File: src/rtl/tcs_cell_addr.sv
`timescale 1ns / 1ps
// ----------------------------------------------------------------------------
// tcs_cell_addr
// Maps a logical line and column to a cell store address through the ring base.
// ----------------------------------------------------------------------------
module tcs_cell_addr #(
  parameter int LINES = 256,
  parameter int WIDTH = 80,
  localparam int LW = $clog2(LINES),
  localparam int CW = $clog2(WIDTH),
  localparam int AW = $clog2(LINES * WIDTH)
) (
  input  logic [LW-1:0] ring,
  input  logic [LW-1:0] line,
  input  logic [CW-1:0] col,
  output logic [AW-1:0] addr
);

  logic [LW:0]   phys_sum;
  logic [LW-1:0] phys;

  // ring offset, sum stays below twice LINES
  always_comb begin
    phys_sum = {1'b0, ring} + {1'b0, line};
    if (phys_sum >= LINES) begin
      phys = LW'(phys_sum - (LW+1)'(LINES));
    end else begin
      phys = phys_sum[LW-1:0];
    end
    addr = AW'(phys) * AW'(WIDTH) + AW'(col);
  end

endmodule

File: config.mk
export PLATFORM = sky130hd
export DESIGN_NAME = tcs_cell_addr
export DESIGN_NICKNAME = d
export VERILOG_FILES = /design/src/rtl/tcs_cell_addr.sv
export SDC_FILE = /design/constraint.sdc
export NUM_CORES = 1
export LEC_CHECK = 0
export BUFFER_PORTS_ARGS = -buffer_cell sky130_fd_sc_hd__buf_2
export CORE_MARGIN = 2
export CORE_UTILIZATION = 50
export DETAILED_ROUTE_END_ITERATION = 12
export PLACE_DENSITY = 0.83
export SETUP_SLACK_MARGIN = 0.4
export SLEW_MARGIN = 20
export SYNTH_ARGS = -nofsm -noshare
export SYNTH_HDL_FRONTEND = slang
export SYNTH_SLANG_ARGS = --single-unit
File: constraint.sdc
create_clock -name vclk -period 7.7
set_input_delay 1.155 -clock vclk [all_inputs]
set_output_delay 1.155 -clock vclk [all_outputs]
set_load 0.01 [all_outputs]
==> metrics.md <==
| Metric | Value |
|---|---|
| Status | complete, no violations |
| Filler cells | 148 |
| Minimum clock period | 5.64 ns |
| PnR worst setup slack | ~2.1 ns |
| Post-synthesis sequential area ratio | 0% |
| Routed vias | about 840 |
| GRT Resource Usage Total | approximately 17% |
| Total core area | between 0.0015 and 0.002 mm2 |
| Syn_area_per_cell | 8.66 um2 |
| M2 GR Usage | between 30% and 40% |
| Synth unique cells | 37 |
| Postcts setup bufs | 0 |
| Setup violations, final | 0 |
| Cts hold-fix bufs | 0 |
| Static leakage | between 0.0005 and 0.0006 uW |
| Multi-input gate area | between 800 and 900 um2 |
| Peak Freq | ~0.18 GHz |
| Min-delay worst type | in2out |
| Die height | 46.9 um |
| Synthesized cell area | just over 900 um2 |
| Antenna-violating nets left | 0 |
| Top Ports | 38 |
| # Max-Cap Violations | 0 |
| Busiest grt layer | met2 |
| Top post-synthesis cells by area | ha_1 (26%), xnor2_1 (14%), fa_1 (6.5%) |
| Critical-path maximum fanout | 4 |
| Routing usage on met3 | ~1.2% |
| Nets@finish | approximately 180 |
| Count leader, synth | ha_1 |
| Crit path kind | in2out |
| Synth-to-Final Area Change | 16.1% |
| Vias per inst | approximately 5.4 |
| Leading area contributor after synthesis | ha_1 |
| Post-cts resize count | 0 |
| Number of global-route vias before repair | 768 |
| VDD IR max | between 0.1 and 0.15 mV |
| Initial antenna violation count | 0 |
| Final period util | 73.3% |
| # diodes | 0 |
| Layout clock buffer count | 0 |
| Share of cells above drive strength 1 | a little under a third |
| Pwr Density | 263 mW/mm2 |
| Final global-route overflow total | 0 |
| DR pass1 iterations | 4 |
| Syn Inst Count | around 110 |
| Hold depth | 0 |
| Relative slew slack | 76.0% |
| Initial DRC Count | 5 |
| Seq_cells | 0 |
| Std-Cell Rows | 15 |
| Remaining DRCs | 0 |
| Setup TNS | 0 ns |
| Die X | roughly 47 um |
| Pre-CTS WS | between 2 and 2.5 ns |
| Initial core utilization | 53.2% |
| Post-synth top cells | ha_1 (19), xnor2_1 (15), a21oi_1 (8) |
| Post-synth top area share | roughly 26% |
| Critical path arrival | 4.49 ns |
| Largest net degree at the start of global routing | 7 |
| Final slew viol count | 0 |
| I/O Buffers | 30 |
| Slew @ Worst Pin | 0.357 ns |
| Hold Fails Final Rpt | 0 |
| First-pass GRT wire length | 2.88 mm |
| Ys Warns | 0 |
| HPWL Detailed | around 1.6 mm |
| DIE AREA | around 0.0022 mm2 |
| Syn_nets | around 150 |
| Required time worst endpoint | between 6 and 7 ns |
| WL per Instance | about 11 um |
| RSZ-0062 raised after global routing | false |
| Critical path capture point type | output port |
| Register area | 0 um2 |
| DRT Wirelength | 1.70 mm |
| Worst setup SP type | input pin |
| RePlAce Congestion | around 0.73 |
| Met1 Usage GRT | approximately 18% |
[power breakdown]
| group | internal, uW | leakage [uW] | switching (uW) |
|---|---|---|---|
| combinational | 131 | 0.000505 | 150 |
| clock | 0 | 0 | 0 |
| sequential | 0 | 0 | 0 |
[layout by cell type, fill, tap and decap left out, drive strengths merged, types with 3 or more instances in the layout]
cell type,instances
nor2,7
nor3,4
ha,19
a21oi,10
buf,30
a211oi,3
inv,5
xor2,7
nor3b,3
a21o,4
fa,3
xnor2,15
[layer usage]
layer  vias to the layer above  wire length (um)
met5                         -                 0
met4                         0                 0
met3                         0                64
met2                        16               928
met1                       395               708
li1                        433                 -
[layout make-up]
class                           count  share of cell area (%)
Inverter                            5                    1.76
Multi-Input combinational cell     96                    81.2
Tap cell                           25                    2.93
Timing Repair Buffer               30                    14.1
[cells by family after synthesis]
family          count (synthesis)  share of synthesized area, %
buf+inv                        10                          5.72
fa+ha+maj                      22                          32.4
compound gates                 28                          24.4
simple gates                   24                          15.7
xor+xnor                       22                          21.8
[critical path: stages]
cell	delay (ns)
buf_2	0.10
ha_1	0.24
fa_1	0.41
a21o_1	0.19
a21oi_2	0.22
xnor2_1	0.23
xnor2_1	0.23
inv_1	0.08
ha_1	0.30
a211oi_1	0.33
or3b_4	0.25
nand2_1	0.10
nor3b_2	0.23
nand3_1	0.12
xnor2_1	0.16
buf_2	0.14
[path summary, 6_finish.rpt]
path	startpoint	to	slack, ns
setup / recovery	ring[0]	addr[13]	2.06
hold / removal	col[1]	addr[1]	2.31
[metrics by stage]
step	area, um2	util, %	power (uW)	cells	hold WS, ns
floorplan	918	-	214	106	2.40
global placement	1070	61.7	274	156	2.31
detailed placement	1070	61.7	283	156	2.31
CTS	1070	61.7	284	156	2.31
global route	1070	61.7	314	156	2.31
finish	1070	61.7	281	156	2.31
(Power assumes the default switching activity.)
